### src/design/usmc_pkg.sv
`timescale 1ns / 1ps
// ---------------------------------------------------------------------------
// USART mode/command receive FIFO: package
// Operation and mode codes, status layout and the structs between modules.
// ---------------------------------------------------------------------------
package usmc_pkg;

	typedef enum logic [2:0] {
		OP_WRITE = 3'd0,
		OP_READ  = 3'd1,
		OP_RECV  = 3'd2,
		OP_CLEAR = 3'd3,
		OP_TICK  = 3'd4
	} op_t;

	typedef enum logic [2:0] {
		MSEQ_IDLE    = 3'd0,
		MSEQ_SYNC    = 3'd1,
		MSEQ_ASYNC   = 3'd2,
		MSEQ_SYNC_C1 = 3'd3,
		MSEQ_SYNC_C2 = 3'd4
	} mode_t;

	localparam logic [1:0]  MODE_BAUD_MASK = 2'h3;
	localparam int          CMD_TXEN_BIT   = 0;
	localparam int          CMD_RXEN_BIT   = 2;
	localparam int          CMD_IRESET_BIT = 6;
	localparam logic [7:0]  ST_TXRDY       = 8'h01;
	localparam logic [7:0]  ST_RXRDY       = 8'h02;
	localparam logic [7:0]  ST_TXE         = 8'h04;
	localparam logic [7:0]  HOLD_RESET     = 8'hff;
	localparam logic [15:0] DELAY_RESET    = 16'd100;

	typedef struct packed {
		logic       push;
		logic       pop;
		logic       clr;
		logic [7:0] wdata;
	} fifo_req_t;

	typedef struct packed {
		logic       empty;
		logic       one;
		logic [7:0] head;
	} fifo_stat_t;

	typedef struct packed {
		logic [7:0] read_data;
		logic       tx_valid;
		logic [7:0] tx_data;
		logic       rxrdy_level;
		logic       rxrdy_notify;
	} result_t;

endpackage

### src/design/usmc_ram.sv
`timescale 1ns / 1ps
// ---------------------------------------------------------------------------
// Generic RAM
// One write port and one read port with registered read data.
// ---------------------------------------------------------------------------
module usmc_ram #(
	parameter int WIDTH = 8,
	parameter int DEPTH = 256
) (
	input  logic                     clk,
	input  logic                     we,
	input  logic [$clog2(DEPTH)-1:0] waddr,
	input  logic [WIDTH-1:0]         wdata,
	input  logic [$clog2(DEPTH)-1:0] raddr,
	output logic [WIDTH-1:0]         rdata
);

	logic [WIDTH-1:0] mem_q [DEPTH];

	always_ff @(posedge clk) begin
		if (we) begin
			mem_q[waddr] <= wdata;
		end
		rdata <= mem_q[raddr];
	end

endmodule

### src/design/usmc_rx_fifo.sv
`timescale 1ns / 1ps
// ---------------------------------------------------------------------------
// Receive FIFO
// Circular buffer in RAM that always presents the word at its head.
// ---------------------------------------------------------------------------
module usmc_rx_fifo #(
	parameter int DEPTH = 256
) (
	input  logic                  clk,
	input  logic                  arst_n,
	input  usmc_pkg::fifo_req_t   req,
	output usmc_pkg::fifo_stat_t  stat
);

	localparam int AW = $clog2(DEPTH);
	localparam int CW = $clog2(DEPTH + 1);

	logic [AW-1:0] head_q, tail_q, head_d;
	logic [CW-1:0] count_q;
	logic          full, we;
	logic          byp_sel_q;
	logic [7:0]    byp_q, rdata;

	function automatic logic [AW-1:0] ptr_inc(input logic [AW-1:0] p);
		ptr_inc = (p == AW'(DEPTH - 1)) ? '0 : p + 1'b1;
	endfunction

	assign full = (count_q == CW'(DEPTH));
	assign we   = req.push && !full;

	always_comb begin
		if (req.clr) begin
			head_d = '0;
		end else if (req.pop) begin
			head_d = ptr_inc(head_q);
		end else begin
			head_d = head_q;
		end
	end

	always_ff @(posedge clk or negedge arst_n) begin
		if (!arst_n) begin
			head_q    <= '0;
			tail_q    <= '0;
			count_q   <= '0;
			byp_sel_q <= 1'b0;
		end else begin
			head_q    <= head_d;
			byp_sel_q <= we && (tail_q == head_d);
			if (req.clr) begin
				tail_q  <= '0;
				count_q <= '0;
			end else if (we) begin
				tail_q  <= ptr_inc(tail_q);
				count_q <= count_q + 1'b1;
			end else if (req.pop) begin
				count_q <= count_q - 1'b1;
			end
		end
	end

	// A word written to the entry being fetched arrives through the bypass.
	always_ff @(posedge clk) begin
		byp_q <= req.wdata;
	end

	usmc_ram #(
		.WIDTH (8),
		.DEPTH (DEPTH)
	) u_ram (
		.clk   (clk),
		.we    (we),
		.waddr (tail_q),
		.wdata (req.wdata),
		.raddr (head_d),
		.rdata (rdata)
	);

	assign stat.empty = (count_q == '0);
	assign stat.one   = (count_q == CW'(1));
	assign stat.head  = byp_sel_q ? byp_q : rdata;

endmodule

### src/design/usmc_ctrl.sv
`timescale 1ns / 1ps
// ---------------------------------------------------------------------------
// USART control
// Mode sequence, commands, receive timer, holding register and results.
// ---------------------------------------------------------------------------
module usmc_ctrl (
	input  logic                 clk,
	input  logic                 arst_n,
	input  logic                 go,
	input  logic [2:0]           operation,
	input  logic                 port_select,
	input  logic [7:0]           data_byte,
	input  logic [7:0]           byte_mask,
	input  logic [15:0]          delay,
	input  usmc_pkg::fifo_stat_t fstat,
	output usmc_pkg::fifo_req_t  freq,
	output usmc_pkg::result_t    res
);

	usmc_pkg::mode_t mode_q, mode_d;
	logic            te_q, te_d, re_q, re_d, rxrdy_q, rxrdy_d, pend_q, pend_d;
	logic [7:0]      hold_q, hold_d;
	logic [15:0]     cnt_q, cnt_d, cnt_dec, start_val;
	logic            left;

	assign start_val = (delay == '0) ? 16'd1 : delay;

	always_comb begin
		mode_d  = mode_q;
		te_d    = te_q;
		re_d    = re_q;
		rxrdy_d = rxrdy_q;
		pend_d  = pend_q;
		hold_d  = hold_q;
		cnt_d   = cnt_q;
		cnt_dec = cnt_q;
		left    = 1'b0;
		freq    = '0;
		res     = '0;
		freq.wdata = data_byte & byte_mask;
		if (go) begin
			case (operation)
				usmc_pkg::OP_WRITE: begin
					if (port_select) begin
						case (mode_q)
							usmc_pkg::MSEQ_IDLE: begin
								mode_d = ((data_byte[1:0] & usmc_pkg::MODE_BAUD_MASK) != '0) ?
									usmc_pkg::MSEQ_ASYNC : usmc_pkg::MSEQ_SYNC_C1;
							end
							usmc_pkg::MSEQ_SYNC_C1: mode_d = usmc_pkg::MSEQ_SYNC_C2;
							usmc_pkg::MSEQ_SYNC_C2: mode_d = usmc_pkg::MSEQ_SYNC;
							usmc_pkg::MSEQ_ASYNC, usmc_pkg::MSEQ_SYNC: begin
								if (data_byte[usmc_pkg::CMD_IRESET_BIT]) begin
									mode_d = usmc_pkg::MSEQ_IDLE;
								end else begin
									te_d = data_byte[usmc_pkg::CMD_TXEN_BIT];
									re_d = data_byte[usmc_pkg::CMD_RXEN_BIT];
									if (re_d && !fstat.empty && !pend_q) begin
										cnt_d  = start_val;
										pend_d = 1'b1;
									end
								end
							end
							default: ;
						endcase
					end else if (te_q) begin
						res.tx_valid = 1'b1;
						res.tx_data  = data_byte;
					end
				end
				usmc_pkg::OP_READ: begin
					if (port_select) begin
						res.read_data = usmc_pkg::ST_TXRDY | usmc_pkg::ST_TXE |
							(rxrdy_q ? usmc_pkg::ST_RXRDY : 8'h00);
					end else begin
						if (rxrdy_q) begin
							rxrdy_d          = 1'b0;
							res.rxrdy_notify = 1'b1;
						end
						res.read_data = hold_q;
					end
				end
				usmc_pkg::OP_RECV: begin
					freq.push = 1'b1;
					if (re_q && !pend_q) begin
						cnt_d  = start_val;
						pend_d = 1'b1;
					end
				end
				usmc_pkg::OP_CLEAR: begin
					freq.clr = 1'b1;
				end
				usmc_pkg::OP_TICK: begin
					if (pend_q) begin
						cnt_dec = (cnt_q != '0) ? cnt_q - 1'b1 : cnt_q;
						cnt_d   = cnt_dec;
						if (cnt_dec == '0) begin
							left = !fstat.empty;
							if (re_q && !rxrdy_q) begin
								if (!fstat.empty) begin
									freq.pop = 1'b1;
									hold_d   = fstat.head;
									left     = !fstat.one;
								end
								rxrdy_d          = 1'b1;
								res.rxrdy_notify = 1'b1;
							end
							if (re_q && left) begin
								cnt_d = start_val;
							end else begin
								pend_d = 1'b0;
							end
						end
					end
				end
				default: ;
			endcase
		end
		res.rxrdy_level = rxrdy_d;
	end

	always_ff @(posedge clk or negedge arst_n) begin
		if (!arst_n) begin
			mode_q  <= usmc_pkg::MSEQ_IDLE;
			te_q    <= 1'b0;
			re_q    <= 1'b0;
			rxrdy_q <= 1'b0;
			pend_q  <= 1'b0;
			cnt_q   <= '0;
			hold_q  <= usmc_pkg::HOLD_RESET;
		end else begin
			mode_q  <= mode_d;
			te_q    <= te_d;
			re_q    <= re_d;
			rxrdy_q <= rxrdy_d;
			pend_q  <= pend_d;
			cnt_q   <= cnt_d;
			hold_q  <= hold_d;
		end
	end

endmodule

### src/design/usart_mode_command_rx_fifo.sv
`timescale 1ns / 1ps
// ---------------------------------------------------------------------------
// USART mode/command register block with receive FIFO
// Bus accesses, received bytes and timer ticks in; one result word per item.
// ---------------------------------------------------------------------------
// The block takes one word every cycle while out_ready stays high, and
// presents its result word from a register: the word lands in an input
// register, and once the result register is free the control logic
// updates its state and loads the result register. A result word that
// waits at the output holds the input register, so the input stalls until
// the result is taken. The receive FIFO is a single RAM whose head word is
// fetched ahead from the next head pointer, with a bypass for a word written
// to the entry being fetched, which is what lets a timer expiry pop a byte
// without holding up the input. The FIFO store needs no clearing after reset.
module usart_mode_command_rx_fifo #(
	parameter int FIFO_DEPTH = 256
) (
	input  logic        clk,
	input  logic        arst_n,
	input  logic        in_valid,
	output logic        in_ready,
	input  logic [2:0]  operation,
	input  logic        port_select,
	input  logic [7:0]  data_byte,
	input  logic [7:0]  byte_mask,
	output logic        out_valid,
	input  logic        out_ready,
	output logic [7:0]  read_data,
	output logic        tx_valid,
	output logic [7:0]  tx_data,
	output logic        rxrdy_level,
	output logic        rxrdy_notify,
	input  logic        cfg_we,
	input  logic [15:0] cfg_wdata
);

	logic                 valid_s1, adv;
	logic [2:0]           op_s1;
	logic                 port_s1;
	logic [7:0]           data_s1, mask_s1;
	logic [15:0]          delay_q;
	usmc_pkg::fifo_req_t  freq;
	usmc_pkg::fifo_stat_t fstat;
	usmc_pkg::result_t    res, res_q;
	logic                 out_valid_q;

	assign adv      = valid_s1 && (!out_valid_q || out_ready);
	assign in_ready = !valid_s1 || adv;

	always_ff @(posedge clk or negedge arst_n) begin
		if (!arst_n) begin
			valid_s1    <= 1'b0;
			out_valid_q <= 1'b0;
			delay_q     <= usmc_pkg::DELAY_RESET;
		end else begin
			if (in_valid && in_ready) begin
				valid_s1 <= 1'b1;
			end else if (adv) begin
				valid_s1 <= 1'b0;
			end
			if (adv) begin
				out_valid_q <= 1'b1;
			end else if (out_ready) begin
				out_valid_q <= 1'b0;
			end
			if (cfg_we) begin
				delay_q <= cfg_wdata;
			end
		end
	end

	always_ff @(posedge clk) begin
		if (in_valid && in_ready) begin
			op_s1   <= operation;
			port_s1 <= port_select;
			data_s1 <= data_byte;
			mask_s1 <= byte_mask;
		end
		if (adv) begin
			res_q <= res;
		end
	end

	usmc_ctrl u_ctrl (
		.clk         (clk),
		.arst_n      (arst_n),
		.go          (adv),
		.operation   (op_s1),
		.port_select (port_s1),
		.data_byte   (data_s1),
		.byte_mask   (mask_s1),
		.delay       (delay_q),
		.fstat       (fstat),
		.freq        (freq),
		.res         (res)
	);

	usmc_rx_fifo #(
		.DEPTH (FIFO_DEPTH)
	) u_fifo (
		.clk    (clk),
		.arst_n (arst_n),
		.req    (freq),
		.stat   (fstat)
	);

	assign out_valid    = out_valid_q;
	assign read_data    = res_q.read_data;
	assign tx_valid     = res_q.tx_valid;
	assign tx_data      = res_q.tx_data;
	assign rxrdy_level  = res_q.rxrdy_level;
	assign rxrdy_notify = res_q.rxrdy_notify;

endmodule

### config.mk
export PLATFORM = sky130hd
export DESIGN_NAME = usart_mode_command_rx_fifo
export DESIGN_NICKNAME = d
export VERILOG_FILES = /design/src/design/usmc_pkg.sv /design/src/design/usmc_ram.sv /design/src/design/usmc_rx_fifo.sv /design/src/design/usmc_ctrl.sv /design/src/design/usart_mode_command_rx_fifo.sv
export SDC_FILE = /design/constraint.sdc
export NUM_CORES = 2
export LEC_CHECK = 0
export BUFFER_PORTS_ARGS = -buffer_cell sky130_fd_sc_hd__clkbuf_2
export CAP_MARGIN = 20
export CORE_MARGIN = 1.5
export CORE_UTILIZATION = 45
export CTS_BUF_LIST = sky130_fd_sc_hd__clkbuf_4 sky130_fd_sc_hd__clkbuf_8
export DETAILED_ROUTE_END_ITERATION = 8
export PLACE_DENSITY = 0.66
export SYNTH_ARGS = -nofsm -noshare
export SYNTH_HDL_FRONTEND = slang
export SYNTH_HIERARCHICAL = 1
export SYNTH_SLANG_ARGS = --single-unit
### constraint.sdc
create_clock -name clk -period 6.4 [get_ports clk]
set_input_delay 0.64 -clock clk [delete_from_list [all_inputs] [get_ports clk]]
set_output_delay 0.64 -clock clk [all_outputs]
set_load 0.1 [all_outputs]
==> results_dict.tcl <==
set metrics [dict create \
    cts_tree "built" \
    synth_compound_area_frac 0.0401 \
    critical_path.endpoint_type "flip-flop" \
    synth_adder_area_share 0.00102 \
    gp_congestion 0.866 \
    pwr-share-comb 0.032 \
    die_h_um 440 \
    final.min_clock_period_ns 6.16 \
    rows 160 \
    synth_area_leaders "edfxtp_1 73%, mux4_2 12%, dfrtp_1 1.9%, mux2i_1 1.7%, nor2_1 1.4%" \
    yosysSeqAreaShare 0.755 \
    fin_hold_ws_ns 0.229 \
    worst_slew_pin_slew_ns 1.13 \
    grt-ovfl-total 0 \
    initial_core_util 0.452 \
    avgSynthCellArea_um2 19.9 \
    finalHoldViolCount 0 \
    fmax_mhz 162 \
    maxSlewViolCount 0 \
    synth_top_area_share 0.730 \
    powerDensity_nw_per_um2 292 \
    crit_fanout 17 \
    finalSetupViolations 0 \
    insertion_delay_ns 1.05 \
    fin_crit_sh 0.962 \
    post-route-drc-count 0 \
    nets 4801 \
    ys_ff_latch 2178 \
    path_buf_inv 6 \
    synthTopCellsByCount "2087 x edfxtp_1, 454 x mux4_2, 328 x nor2_1, 144 x mux2i_1, 134 x a22oi_1" \
    drt-pass1-iter-count 5 \
    critPathTopFamily "simple AND/OR/NAND/NOR gates" \
    drt-initial-drc-count 4608 \
    critical_path_class "reg -> reg" \
    p_leak_nw 30.3 \
    die-area_um2 193000 \
    worst_ep_required_time_ns 7.30 \
    cts.sinks 2178 \
    timing.slew.headroom 0.244 \
    synthCells 4316 \
    h-tree-depth 5 \
    pwr-share-clk 0.407 \
    cts.clk_slew.worst_paths_ns 0.06 \
    drive_gt1_frac 0.280 \
    internal_power_mw 22.4 \
    p_sw_mw 6.11 \
    tns_ns 0 \
    ios 62 \
    synth_edf_count 2087 \
    synth_top_family_by_area "multiplexers" \
    vias 45000 \
    synth-xor-area-share 0.00179 \
    worstSetupStartpointType "flip-flop" \
    min_path_type "in -> reg" \
    netlist_area_um2 85900 \
    portBuffers 61 \
    dieWidth_um 440 \
    vias_per_cell 5.99 \
    clockBufferDepth 4 \
    cts-root-buf "clkbuf_8" \
    syn_nets 4364 \
    cts_buffers 351 \
    rsz0062_at_grt "no" \
    ir_drop_mv 0.160 \
    async_reset_ff_frac 0.0344 \
    fin_worst_skew_ns 0.0775 \
    wl_per_cell_um 28.0 \
    path_cells "inv_1 -> ha_2 -> or3b_1 -> or3_1 -> o41a_1 -> nor3_2 -> nand4_1 -> nor4_4 -> buf_12 -> xor2_2 -> and2_4 -> buf_8 -> buf_16 -> mux4_2 -> nor2b_1 -> a211oi_1 -> nor2_1 -> nor4_2 -> buf_2 -> buf_4 -> nor4_1" \
    switching_share 0.215 \
    cp.arrival_ns 7.06 \
    ant_nets 0 \
    yosys_warnings 6 \
    cp_slowest_stage_delay_ns 0.52 \
    fill_cells 14800 \
    core_um2 190000 \
    outcome "finished clean" \
    synth_cell_types 91 \
    antenna_found_initial 4 \
    seq_power_share 0.560 \
    grt_pass1_wl_mm 305 \
    area_growth_pct 13.7 \
    yosysTopAreaCell "edfxtp_1" \
    dp_hpwl_mm 130 \
    synth_most_common_cell "edfxtp_1" \
    grt_usage 0.216 \
    synth_flop_cell "edfxtp_1" \
    cap_violations 0 \
    synthSimpleGateAreaFrac 0.0408 \
    synthMuxAreaShare 0.142 \
    grt_max_degree 215 \
    crit_path_top_delay_cell "mux4_2" \
    routed_wl_mm 211 \
    grt_pass1_vias 44900 \
]
## power by group through the flow
stage	Sequential [mW]	Clock, mW	Combinational [mW]
floorplan	16.3	0	0.532
detailed placement	16.2	0	0.886
global route	16.0	12.4	0.995
global placement	16.2	0	0.861
finish	15.9	11.6	0.923
CTS	15.9	11.8	0.912
## final cells by class
type | count | area [µm²] | share of cell area
diodes | 5 | 12.5 | 0.000128
clock inverters | 129 | 811 | 0.00830
flip-flops and latches | 2178 | 64900 | 0.665
clock buffers | 477 | 5900 | 0.0604
well taps | 2511 | 3140 | 0.0322
inverters | 14 | 52.6 | 0.000538
multi-input cells | 1860 | 19700 | 0.201
repair buffers | 348 | 3190 | 0.0326
## cells in the final DEF (no fill, tap or decap), types with 14 or more instances in the layout
master         count
a211oi_1          17
a21oi_1          110
a22oi_1          132
and2_1            30
buf_12            25
buf_4            198
clkbuf_2          61
clkbuf_4         107
clkbuf_8         370
clkinv_1          89
clkinv_2          23
dfrtp_1           64
dfxtp_1           16
dlygate4sd3_1     41
edfxtp_1        2087
mux2_2            26
mux2i_1          144
mux4_2           454
nand2_1           78
nand3_1           53
nand4_1           22
nor2_1           324
nor2b_1           30
nor3_1            35
nor4_1            23
o211ai_1          29
o21ai_0           25
o221ai_1          47
o22ai_1           28
or4_1             14
## flip-flops by register name, indices dropped and copies added, names as in the netlist, 3 cells and up
register            cells
u_fifo/u_ram/mem_q   2048
delay_q                16
u_ctrl/cnt_q           16
u_fifo/count_q          9
data_s1                 8
mask_s1                 8
read_data               8
tx_data                 8
u_ctrl/hold_q           8
u_fifo/byp_q            8
u_fifo/head_q           8
u_fifo/tail_q           8
u_fifo/u_ram/rdata      8
op_s1                   3
u_ctrl/mode_q           3
## kinds of logic (layout without fill, tap and decap cells)
kind of cell / after synthesis / count (layout)
XOR/XNOR: 16 / 16
AND/OR/NAND/NOR: 718 / 718
multiplexers: 636 / 636
other: 0 / 5
adder cells (fa/ha/maj): 7 / 7
buffers and inverters: 278 / 968
flip-flops: 2178 / 2178
AO/OA/AOI/OAI: 483 / 483
## per-stage QoR
step                      area [µm²]  worst slack (ns)  power [mW]  instances  utilization
after floorplan                85900             0.618        16.8       4316            -
after global placement         90000            -0.956        17.1       6856        0.474
after detailed placement       90000            -0.363        17.1       6859        0.474
after CTS                      97300          -0.00664        28.7       7507        0.512
after global routing           97600           0.00694        29.4       7519        0.514
final                          97600             0.242        28.5       7522        0.514
## metal layers
layer | track usage | up-vias | share of wire
li1 | - | 18800 | -
met3 | 0.0495 | 384 | 0.088
met5 | 0 | - | 0.00017
met2 | 0.341 | 2165 | 0.48
met1 | 0.297 | 23700 | 0.40
met4 | 0.0745 | 4 | 0.033
## what timing repair did
item                                    4_1_cts  5_1_grt
gates resized for setup                      20       25
hold endpoints to repair                    102       16
buffers inserted                              0        3
cloned                                        2        4
endpoints found under the setup margin        6        8
pin swaps                                     0        4
hold buffers                                 40        1
## worst paths after layout
check	startpoint	to	slack, ns	cells past startpoint
max in group asynchronous	arst_n	u_ctrl/hold_q[2]	5.17	4
worst min-delay path	cfg_we	delay_q[5]	0.23	2
worst min register to register	valid_s1	out_valid	0.48	1
worst max register to register	u_ctrl/cnt_q[0]	u_fifo/u_ram/rdata[1]	0.24	21
worst max-delay path	u_ctrl/cnt_q[0]	u_fifo/u_ram/rdata[1]	0.24	21
min in group asynchronous	arst_n	u_ctrl/cnt_q[5]	0.55	3
Note: power is estimated with default switching activity, not from simulation.
